`config.mk`:
```
export PLATFORM = sky130hd
export DESIGN_NAME = animation_frame_sequencer
export DESIGN_NICKNAME = d
export VERILOG_FILES = /design/src/hw/rtl/afs_pkg.sv /design/src/hw/rtl/afs_cfg.sv /design/src/hw/rtl/afs_div.sv /design/src/hw/rtl/animation_frame_sequencer.sv
export SDC_FILE = /design/constraint.sdc
export NUM_CORES = 2
export LEC_CHECK = 0
export ABC_AREA = 1
export BUFFER_PORTS_ARGS = -buffer_cell sky130_fd_sc_hd__buf_2
export CAP_MARGIN = 25
export CORE_MARGIN = 2
export CORE_UTILIZATION = 44
export CTS_CLUSTER_DIAMETER = 100
export DETAILED_ROUTE_END_ITERATION = 7
export PLACE_DENSITY = 0.69
export SYNTH_ARGS = -nofsm -noshare
export SYNTH_HDL_FRONTEND = slang
export SYNTH_HIERARCHICAL = 1
export SYNTH_SLANG_ARGS = --single-unit
```
`constraint.sdc`:
```
create_clock -name clk -period 11.7 [get_ports clk]
set_input_delay 1.17 -clock clk [delete_from_list [all_inputs] [get_ports clk]]
set_output_delay 1.17 -clock clk [all_outputs]
set_load 0.02 [all_outputs]
```
`src/hw/rtl/afs_pkg.sv`:
```
`default_nettype none

package afs_pkg;

	// Field widths
	localparam int unsigned COUNT_W  = 11;
	localparam int unsigned PERIOD_W = 10;
	localparam int unsigned FIRST_W  = 10;
	localparam int unsigned FRAME_W  = 11;
	localparam int unsigned TIME_W   = 31;
	localparam int unsigned STAMP_W  = 32;
	localparam int unsigned BLEND_W  = 17;
	localparam int unsigned KIND_W   = 2;
	localparam int unsigned CIDX_W   = 3;
	localparam int unsigned CDATA_W  = 11;
	localparam int unsigned DSTEP_W  = 6;

	// Event kinds
	localparam logic [KIND_W-1:0] KIND_ADVANCE = 2'd0;
	localparam logic [KIND_W-1:0] KIND_START   = 2'd1;
	localparam logic [KIND_W-1:0] KIND_RESET   = 2'd2;

	// Configuration register indexes
	localparam logic [CIDX_W-1:0] CFG_FRAME_COUNT  = 3'd0;
	localparam logic [CIDX_W-1:0] CFG_FRAME_PERIOD = 3'd1;
	localparam logic [CIDX_W-1:0] CFG_LOOP_ENABLE  = 3'd2;
	localparam logic [CIDX_W-1:0] CFG_REV_ENABLE   = 3'd3;
	localparam logic [CIDX_W-1:0] CFG_FIRST_FRAME  = 3'd4;

	// Configuration reset values
	localparam logic [COUNT_W-1:0]  RST_FRAME_COUNT  = 11'd1;
	localparam logic [PERIOD_W-1:0] RST_FRAME_PERIOD = 10'd100;
	localparam logic                RST_LOOP_ENABLE  = 1'b1;
	localparam logic                RST_REV_ENABLE   = 1'b0;
	localparam logic [FIRST_W-1:0]  RST_FIRST_FRAME  = 10'd0;

	// Blend unity in Q1.16
	localparam logic [BLEND_W-1:0] ONE_Q16 = 17'h10000;

	// Divider step counts
	localparam logic [DSTEP_W-1:0] DIV_STEPS_FULL  = 6'd32;
	localparam logic [DSTEP_W-1:0] DIV_STEPS_BLEND = 6'd17;

	// Effective configuration, zero count and period already read as one
	typedef struct packed {
		logic [COUNT_W-1:0]  count;
		logic [PERIOD_W-1:0] period;
		logic                loop_en;
		logic                rev_en;
		logic [FIRST_W-1:0]  first;
	} cfg_t;

	// Divider launch request
	typedef struct packed {
		logic                go;
		logic [DSTEP_W-1:0]  steps;
		logic [STAMP_W-1:0]  rem_init;
		logic [STAMP_W-1:0]  bits;
		logic [STAMP_W-1:0]  divisor;
	} div_req_t;

endpackage

`default_nettype wire

```
`src/hw/rtl/afs_cfg.sv`:
```
`default_nettype none

module afs_cfg (
	input  wire logic                        clk,
	input  wire logic                        arst_n,
	input  wire logic                        wr_en,
	input  wire logic [afs_pkg::CIDX_W-1:0]  index,
	input  wire logic [afs_pkg::CDATA_W-1:0] data,
	output afs_pkg::cfg_t                    cfg
);

	logic [afs_pkg::COUNT_W-1:0]  count_q;
	logic [afs_pkg::PERIOD_W-1:0] period_q;
	logic                         loop_q;
	logic                         rev_q;
	logic [afs_pkg::FIRST_W-1:0]  first_q;

	// Decode register writes; indexes past the list are dropped
	always_ff @(posedge clk or negedge arst_n) begin
		if (!arst_n) begin
			count_q  <= afs_pkg::RST_FRAME_COUNT;
			period_q <= afs_pkg::RST_FRAME_PERIOD;
			loop_q   <= afs_pkg::RST_LOOP_ENABLE;
			rev_q    <= afs_pkg::RST_REV_ENABLE;
			first_q  <= afs_pkg::RST_FIRST_FRAME;
		end else if (wr_en) begin
			case (index)
				afs_pkg::CFG_FRAME_COUNT:  count_q  <= data[afs_pkg::COUNT_W-1:0];
				afs_pkg::CFG_FRAME_PERIOD: period_q <= data[afs_pkg::PERIOD_W-1:0];
				afs_pkg::CFG_LOOP_ENABLE:  loop_q   <= data[0];
				afs_pkg::CFG_REV_ENABLE:   rev_q    <= data[0];
				afs_pkg::CFG_FIRST_FRAME:  first_q  <= data[afs_pkg::FIRST_W-1:0];
				default: ;
			endcase
		end
	end

	// Treat a zero count or period as one
	always_comb begin
		cfg.count   = (count_q == '0) ? afs_pkg::COUNT_W'(1) : count_q;
		cfg.period  = (period_q == '0) ? afs_pkg::PERIOD_W'(1) : period_q;
		cfg.loop_en = loop_q;
		cfg.rev_en  = rev_q;
		cfg.first   = first_q;
	end

endmodule

`default_nettype wire

```
`src/hw/rtl/afs_div.sv`:
```
`default_nettype none

module afs_div (
	input  wire logic                        clk,
	input  wire logic                        arst_n,
	input  afs_pkg::div_req_t                req,
	output logic                             done,
	output logic [afs_pkg::STAMP_W-1:0]      quotient,
	output logic [afs_pkg::STAMP_W-1:0]      remainder
);

	logic                         busy_q;
	logic                         done_q;
	logic [afs_pkg::DSTEP_W-1:0]  cnt_q;
	logic [afs_pkg::STAMP_W-1:0]  rem_q;
	logic [afs_pkg::STAMP_W-1:0]  bits_q;
	logic [afs_pkg::STAMP_W-1:0]  quo_q;
	logic [afs_pkg::STAMP_W-1:0]  dvs_q;
	logic [afs_pkg::STAMP_W:0]    trial;
	logic [afs_pkg::STAMP_W:0]    diff;
	logic                         fits;

	// One restoring step: shift in the next dividend bit, subtract if it fits
	always_comb begin
		trial = {rem_q, bits_q[afs_pkg::STAMP_W-1]};
		diff  = trial - {1'b0, dvs_q};
		fits  = (trial >= {1'b0, dvs_q});
	end

	// Count steps and flag the last one
	always_ff @(posedge clk or negedge arst_n) begin
		if (!arst_n) begin
			busy_q <= 1'b0;
			done_q <= 1'b0;
			cnt_q  <= '0;
		end else begin
			done_q <= 1'b0;
			if (req.go) begin
				busy_q <= 1'b1;
				cnt_q  <= req.steps;
			end else if (busy_q) begin
				cnt_q <= cnt_q - afs_pkg::DSTEP_W'(1);
				if (cnt_q == afs_pkg::DSTEP_W'(1)) begin
					busy_q <= 1'b0;
					done_q <= 1'b1;
				end
			end
		end
	end

	// Load operands, then iterate one quotient bit a cycle
	always_ff @(posedge clk) begin
		if (req.go) begin
			rem_q  <= req.rem_init;
			bits_q <= req.bits;
			dvs_q  <= req.divisor;
			quo_q  <= '0;
		end else if (busy_q) begin
			rem_q  <= fits ? diff[afs_pkg::STAMP_W-1:0] : trial[afs_pkg::STAMP_W-1:0];
			bits_q <= {bits_q[afs_pkg::STAMP_W-2:0], 1'b0};
			quo_q  <= {quo_q[afs_pkg::STAMP_W-2:0], fits};
		end
	end

	assign done      = done_q;
	assign quotient  = quo_q;
	assign remainder = rem_q;

endmodule

`default_nettype wire

```
`src/hw/rtl/animation_frame_sequencer.sv`:
```
`default_nettype none

// Keyframe animation frame timer. Each input word carries an event kind and a
// millisecond time stamp and yields one output word: current frame, previous
// frame and the Q1.16 weight of the previous frame (65536 means one). Items
// are handled one at a time; in_ready is high only while the block is idle.
// Start, reset and unused kinds go straight to the output word. An advance
// that stays within the current frame goes on to the blend weight, which may
// need the division. One that moves to a new frame first runs the frame index
// division (and holds the last frame when looping is off and the index is
// past the end), and a wrap with looping on adds the divide by frame count
// and the start time update. All divisions use the single shared restoring
// divider, which retires one quotient bit per cycle. Configuration is written
// through cfg_wr_en, cfg_index and cfg_data; the user must write it only
// while the block is idle, as the block itself does not enforce this.
module animation_frame_sequencer (
	input  wire logic                          clk,
	input  wire logic                          arst_n,
	input  wire logic                          cfg_wr_en,
	input  wire logic [afs_pkg::CIDX_W-1:0]    cfg_index,
	input  wire logic [afs_pkg::CDATA_W-1:0]   cfg_data,
	input  wire logic                          in_valid,
	output logic                               in_ready,
	input  wire logic [afs_pkg::KIND_W-1:0]    kind,
	input  wire logic [afs_pkg::TIME_W-1:0]    time_ms,
	output logic                               out_valid,
	input  wire logic                          out_ready,
	output logic [afs_pkg::FRAME_W-1:0]        frame_now,
	output logic [afs_pkg::FRAME_W-1:0]        frame_before,
	output logic [afs_pkg::BLEND_W-1:0]        blend_back
);

	localparam int unsigned SW = afs_pkg::STAMP_W;
	localparam int unsigned FW = afs_pkg::FRAME_W;
	localparam int unsigned RW = afs_pkg::TIME_W;
	localparam int unsigned MW = RW + afs_pkg::PERIOD_W;
	localparam int unsigned DW = SW + afs_pkg::BLEND_W;

	typedef enum logic [3:0] {
		ST_IDLE,
		ST_DIV_E,
		ST_DIV_N,
		ST_MUL,
		ST_SUM,
		ST_MUL_R,
		ST_AST,
		ST_FRAME,
		ST_BLEND,
		ST_DIV_B,
		ST_OUT
	} state_t;

	afs_pkg::cfg_t     cfg;
	afs_pkg::div_req_t div_req_q;
	logic              div_done;
	logic [SW-1:0]     div_quo;
	logic [SW-1:0]     div_rem;

	state_t            state_q;
	logic [RW-1:0]     now_q;
	logic [SW-1:0]     ast_q;
	logic [SW-1:0]     nft_q;
	logic [SW-1:0]     pft_q;
	logic [FW-1:0]     cur_q;
	logic [FW-1:0]     prv_q;
	logic [RW-1:0]     rel_q;
	logic [RW-1:0]     mul_a_q;
	logic              wrap_q;
	logic [SW-1:0]     prod_q;
	logic [FW-1:0]     fnow_q;
	logic [FW-1:0]     fbef_q;
	logic [afs_pkg::BLEND_W-1:0] blend_q;

	logic [SW-1:0]     in_now;
	logic [SW-1:0]     q_now;
	logic [SW-1:0]     per_ext;
	logic [SW-1:0]     cnt_ext;
	logic [SW-1:0]     ceil_num;
	logic [RW-1:0]     rel_new;
	logic [MW-1:0]     mul_full;
	logic [FW-1:0]     frame_off;
	logic [SW-1:0]     bl_num;
	logic [SW-1:0]     bl_den;
	logic [DW-1:0]     bl_dvd;
	logic [afs_pkg::BLEND_W-1:0] bl_q;

	afs_cfg u_cfg (
		.clk    (clk),
		.arst_n (arst_n),
		.wr_en  (cfg_wr_en),
		.index  (cfg_index),
		.data   (cfg_data),
		.cfg    (cfg)
	);

	afs_div u_div (
		.clk       (clk),
		.arst_n    (arst_n),
		.req       (div_req_q),
		.done      (div_done),
		.quotient  (div_quo),
		.remainder (div_rem)
	);

	// Operand shaping for compares, divider loads and the frame number
	always_comb begin
		in_now    = {1'b0, time_ms};
		q_now     = {1'b0, now_q};
		per_ext   = SW'(cfg.period);
		cnt_ext   = SW'(cfg.count);
		ceil_num  = in_now - ast_q + per_ext - SW'(1);
		rel_new   = div_quo[RW-1:0];
		frame_off = cfg.rev_en ? (cfg.count - FW'(1) - rel_q[FW-1:0]) : rel_q[FW-1:0];
		bl_num    = q_now - pft_q;
		bl_den    = nft_q - pft_q;
		bl_dvd    = {1'b0, bl_num, 16'b0} + DW'(bl_den[SW-1:1]);
		bl_q      = div_quo[afs_pkg::BLEND_W-1:0];
	end

	// Scale by the frame period; the product is registered every cycle
	assign mul_full = MW'(mul_a_q) * MW'(cfg.period);

	always_ff @(posedge clk) begin
		prod_q <= mul_full[SW-1:0];
	end

	// Sequencer: state, timing state and output word
	always_ff @(posedge clk or negedge arst_n) begin
		if (!arst_n) begin
			state_q   <= ST_IDLE;
			now_q     <= '0;
			ast_q     <= '0;
			nft_q     <= '0;
			pft_q     <= '0;
			cur_q     <= '0;
			prv_q     <= '0;
			rel_q     <= '0;
			mul_a_q   <= '0;
			wrap_q    <= 1'b0;
			div_req_q <= '0;
			fnow_q    <= '0;
			fbef_q    <= '0;
			blend_q   <= '0;
		end else begin
			div_req_q.go <= 1'b0;
			case (state_q)
				// Take an event and handle the short kinds at once
				ST_IDLE: begin
					if (in_valid) begin
						now_q <= time_ms;
						case (kind)
							afs_pkg::KIND_START: begin
								ast_q   <= in_now + per_ext;
								cur_q   <= '0;
								prv_q   <= '0;
								nft_q   <= '0;
								pft_q   <= '0;
								fnow_q  <= '0;
								fbef_q  <= '0;
								blend_q <= '0;
								state_q <= ST_OUT;
							end
							afs_pkg::KIND_RESET: begin
								cur_q   <= '0;
								prv_q   <= '0;
								nft_q   <= in_now;
								pft_q   <= in_now;
								fnow_q  <= '0;
								fbef_q  <= '0;
								blend_q <= '0;
								state_q <= ST_OUT;
							end
							afs_pkg::KIND_ADVANCE: begin
								if (in_now <= nft_q) begin
									state_q <= ST_BLEND;
								end else if (in_now < ast_q) begin
									// still in the initial wait
									nft_q   <= ast_q;
									pft_q   <= ast_q;
									prv_q   <= cur_q;
									state_q <= ST_BLEND;
								end else begin
									prv_q              <= cur_q;
									pft_q              <= nft_q;
									div_req_q.go       <= 1'b1;
									div_req_q.steps    <= afs_pkg::DIV_STEPS_FULL;
									div_req_q.rem_init <= '0;
									div_req_q.bits     <= ceil_num;
									div_req_q.divisor  <= per_ext;
									state_q            <= ST_DIV_E;
								end
							end
							default: begin
								fnow_q  <= cur_q;
								fbef_q  <= prv_q;
								blend_q <= '0;
								state_q <= ST_OUT;
							end
						endcase
					end
				end
				// Frame index is ready: wrap, hold or keep it
				ST_DIV_E: begin
					if (div_done) begin
						if (SW'(rel_new) >= cnt_ext) begin
							if (cfg.loop_en) begin
								rel_q              <= rel_new;
								div_req_q.go       <= 1'b1;
								div_req_q.steps    <= afs_pkg::DIV_STEPS_FULL;
								div_req_q.rem_init <= '0;
								div_req_q.bits     <= SW'(rel_new);
								div_req_q.divisor  <= cnt_ext;
								state_q            <= ST_DIV_N;
							end else begin
								rel_q   <= RW'(cfg.count - FW'(1));
								nft_q   <= q_now;
								state_q <= ST_FRAME;
							end
						end else begin
							rel_q   <= rel_new;
							mul_a_q <= rel_new;
							wrap_q  <= 1'b0;
							state_q <= ST_MUL;
						end
					end
				end
				// Wrapped index is the remainder; scale the full index first
				ST_DIV_N: begin
					if (div_done) begin
						mul_a_q <= rel_q;
						rel_q   <= RW'(div_rem[FW-1:0]);
						wrap_q  <= 1'b1;
						state_q <= ST_MUL;
					end
				end
				ST_MUL: begin
					state_q <= ST_SUM;
				end
				// Next frame time from the start time
				ST_SUM: begin
					nft_q <= ast_q + prod_q;
					if (wrap_q) begin
						mul_a_q <= rel_q;
						state_q <= ST_MUL_R;
					end else begin
						state_q <= ST_FRAME;
					end
				end
				ST_MUL_R: begin
					state_q <= ST_AST;
				end
				// Advance the start time by whole loops
				ST_AST: begin
					ast_q   <= nft_q - prod_q;
					state_q <= ST_FRAME;
				end
				ST_FRAME: begin
					cur_q   <= FW'(cfg.first) + frame_off;
					state_q <= ST_BLEND;
				end
				// Blend weight: trivial cases now, otherwise divide
				ST_BLEND: begin
					fnow_q <= cur_q;
					fbef_q <= prv_q;
					if (nft_q <= pft_q) begin
						blend_q <= '0;
						state_q <= ST_OUT;
					end else if (q_now < pft_q) begin
						blend_q <= afs_pkg::ONE_Q16;
						state_q <= ST_OUT;
					end else if (bl_num >= bl_den) begin
						blend_q <= '0;
						state_q <= ST_OUT;
					end else begin
						div_req_q.go       <= 1'b1;
						div_req_q.steps    <= afs_pkg::DIV_STEPS_BLEND;
						div_req_q.rem_init <= bl_dvd[DW-1:afs_pkg::BLEND_W];
						div_req_q.bits     <= {bl_dvd[afs_pkg::BLEND_W-1:0],
							(SW - afs_pkg::BLEND_W)'(0)};
						div_req_q.divisor  <= bl_den;
						state_q            <= ST_DIV_B;
					end
				end
				ST_DIV_B: begin
					if (div_done) begin
						blend_q <= (bl_q > afs_pkg::ONE_Q16) ? '0 : (afs_pkg::ONE_Q16 - bl_q);
						state_q <= ST_OUT;
					end
				end
				// Hold the word until taken
				ST_OUT: begin
					if (out_ready) begin
						state_q <= ST_IDLE;
					end
				end
				default: begin
					state_q <= ST_IDLE;
				end
			endcase
		end
	end

	assign in_ready     = (state_q == ST_IDLE);
	assign out_valid    = (state_q == ST_OUT);
	assign frame_now    = fnow_q;
	assign frame_before = fbef_q;
	assign blend_back   = blend_q;

endmodule

`default_nettype wire
```
==> results.sh <==
export IMPL_wl_um=183000
export IMPL_critPathKind="reg -> reg"
export IMPL_r2r_end="prod_q[28]"
export IMPL_hold_depth=0
export IMPL_nets=7482
export IMPL_max_cap_violations=0
export IMPL_grt_pass1_vias=45500
export IMPL_clkTransAtPathRegs_ns=0.06
export IMPL_cts_resized_gates=0
export IMPL_crit_path_end_kind="flip-flop"
export IMPL_gp_congestion=1.00
export IMPL_coreArea_um2=112000
export IMPL_r2r_start="u_cfg/period_q[2]"
export IMPL_drive_above_1_share=0.0510
export IMPL_startpoint_type="flip-flop"
export IMPL_drc=0
export IMPL_r2r_slack_ns=5.70
export IMPL_syn_area_per_cell_um2=7.26
export IMPL_finalMaxSlewViolations=0
export IMPL_mostFrequentLayoutCells="1,686 x nand2_1, 1,144 x inv_1, 486 x o21ai_0"
export IMPL_start_util=0.443
export IMPL_grt_max_degree=100
export IMPL_fmax_mhz=167
export IMPL_io_pins=93
export IMPL_wl_per_cell_um=21.9
export IMPL_firstDrtPassIters=6
export IMPL_hold_end="u_div/dvs_q[25]"
export IMPL_status="completed"
export IMPL_fp_dieH_um=340
export IMPL_hold_viol=0
export IMPL_synth_warning_count=6
export IMPL_reg2reg_depth=19
export IMPL_post_route_min_period_ns=6.00
export IMPL_ctsHoldBuffers=0
export IMPL_synthCells=6844
export IMPL_gr_total_overflow=0
export IMPL_insertion_delay_ns=0.67
export IMPL_synth_area_um2=49700
export IMPL_critPathRequiredTime_ns=12.29
export IMPL_routed_via_density=5.59
export IMPL_rsz0062_at_grt="false"
export IMPL_min_path_type="reg -> reg"
export IMPL_cts_tree="done"
export IMPL_antenna_found_initial=5
export IMPL_numCtsBuffers=69
export IMPL_slew_headroom=0.301
export IMPL_ant_nets=0
export IMPL_layout_commonest_cell="nand2_1"
export IMPL_row_count=123
export IMPL_hpwl_um=146000
export IMPL_area_growth_pct=8.46
export IMPL_h_tree_depth=3
export IMPL_vias=46800
export IMPL_fin_crit_sh=0.513
export IMPL_drt_initial_drc_count=4848
export IMPL_cts_sinks=554
export IMPL_critPathArrivalTime_ns=6.59
export IMPL_setup_viol=0
export IMPL_worstMarginPinSlew_ns=1.05
export IMPL_hp_start="div_req_q[25]"
export IMPL_postCtsSetupBuffers=0
export IMPL_port_buffers=92
export IMPL_grt_pass1_wl_um=278000
export IMPL_fin_skew_ns=0.0478
export IMPL_grt_usage=0.314
export IMPL_cts_root_buf="clkbuf_16"
export IMPL_cts_buffer_depth=3
export IMPL_crit_fanout=34
export IMPL_die_area_um2=116000
export IMPL_tns_ns=0
export IMPL_die_width_um=340
==> final cells by class <==
cell class / count / area [um2]
fill: 11200 / 58300
multi-input combinational: 4890 / 30200
sequential: 554 / 14000
inverter: 1164 / 4370
clock buffer: 92 / 1880
tap: 1500 / 1880
timing repair buffer: 134 / 851
clock inverter: 35 / 581
antenna: 3 / 7.51
==> routing by layer <==
metal,up-vias,share of wire,track usage,wire (um)
met5,-,0.00015,0,28
met4,4,0.047,0.143,8660
met3,339,0.079,0.0504,14500
met2,1861,0.45,0.494,82500
met1,22500,0.42,0.424,77700
li1,22100,-,-,-
==> registers in the layout (all words and copies together), names as in the netlist, 4 cells and up <==
| signal | flops |
|---|---|
| u_cfg/count_q | 11 |
| now_q | 31 |
| ast_q | 32 |
| div_req_q | 99 |
| nft_q | 32 |
| u_cfg/period_q | 10 |
| rel_q | 31 |
| pft_q | 32 |
| frame_before | 11 |
| blend_back | 17 |
| prv_q | 11 |
| u_cfg/first_q | 10 |
| u_div/bits_q | 32 |
| u_div/dvs_q | 32 |
| mul_a_q | 31 |
| prod_q | 32 |
| state_q | 4 |
| frame_now | 11 |
| u_div/remainder | 32 |
| cur_q | 11 |
| u_div/cnt_q | 6 |
| u_div/quotient | 31 |
==> worst max-delay path, cell delays in order, from the launching register on <==
cell and delay (ns):
dfstp_2 1.08, nand2_1 0.16, fa_1 0.54, inv_1 0.05, fa_1 0.46, fa_1 0.50
inv_1 0.06, fa_1 0.50, fa_1 0.55, inv_1 0.04, ha_1 0.37, a21oi_1 0.23
o21ai_0 0.16, a21o_1 0.18, a21oi_1 0.23, inv_1 0.07, a21oi_1 0.25, o21bai_1 0.15
a31oi_1 0.18, xor2_1 0.15
==> stage by stage <==
| step | worst slack (ns) | utilization | hold slack [ns] | cells | cell area (um2) |
|---|---|---|---|---|---|
| after floorplan | 6.11 | - | 0.426 | 6846 | 49700 |
| after global placement | 5.82 | 0.457 | 0.433 | 8238 | 51300 |
| after detailed placement | 5.72 | 0.457 | 0.437 | 8238 | 51300 |
| after CTS | 5.71 | 0.479 | 0.446 | 8365 | 53800 |
| after global routing | 5.33 | 0.480 | 0.473 | 8369 | 53800 |
| final | 5.70 | 0.480 | 0.445 | 8372 | 53900 |
==> how the worst max path moves through the flow <==
stage                           start         end  slack [ns]  depth (start not counted)
global route        u_cfg/period_q[2]  prod_q[28]        5.33                         19
finish              u_cfg/period_q[2]  prod_q[28]        5.70                         19
global placement    u_cfg/period_q[2]  prod_q[28]        5.82                         19
floorplan           u_cfg/period_q[2]  prod_q[27]        6.11                         26
detailed placement  u_cfg/period_q[2]  prod_q[28]        5.72                         19
CTS                 u_cfg/period_q[2]  prod_q[28]        5.71                         19
Power is left out: the tool's default activity adds up to more than one toggle a clock period on the data nets, which glitch-free logic cannot reach.
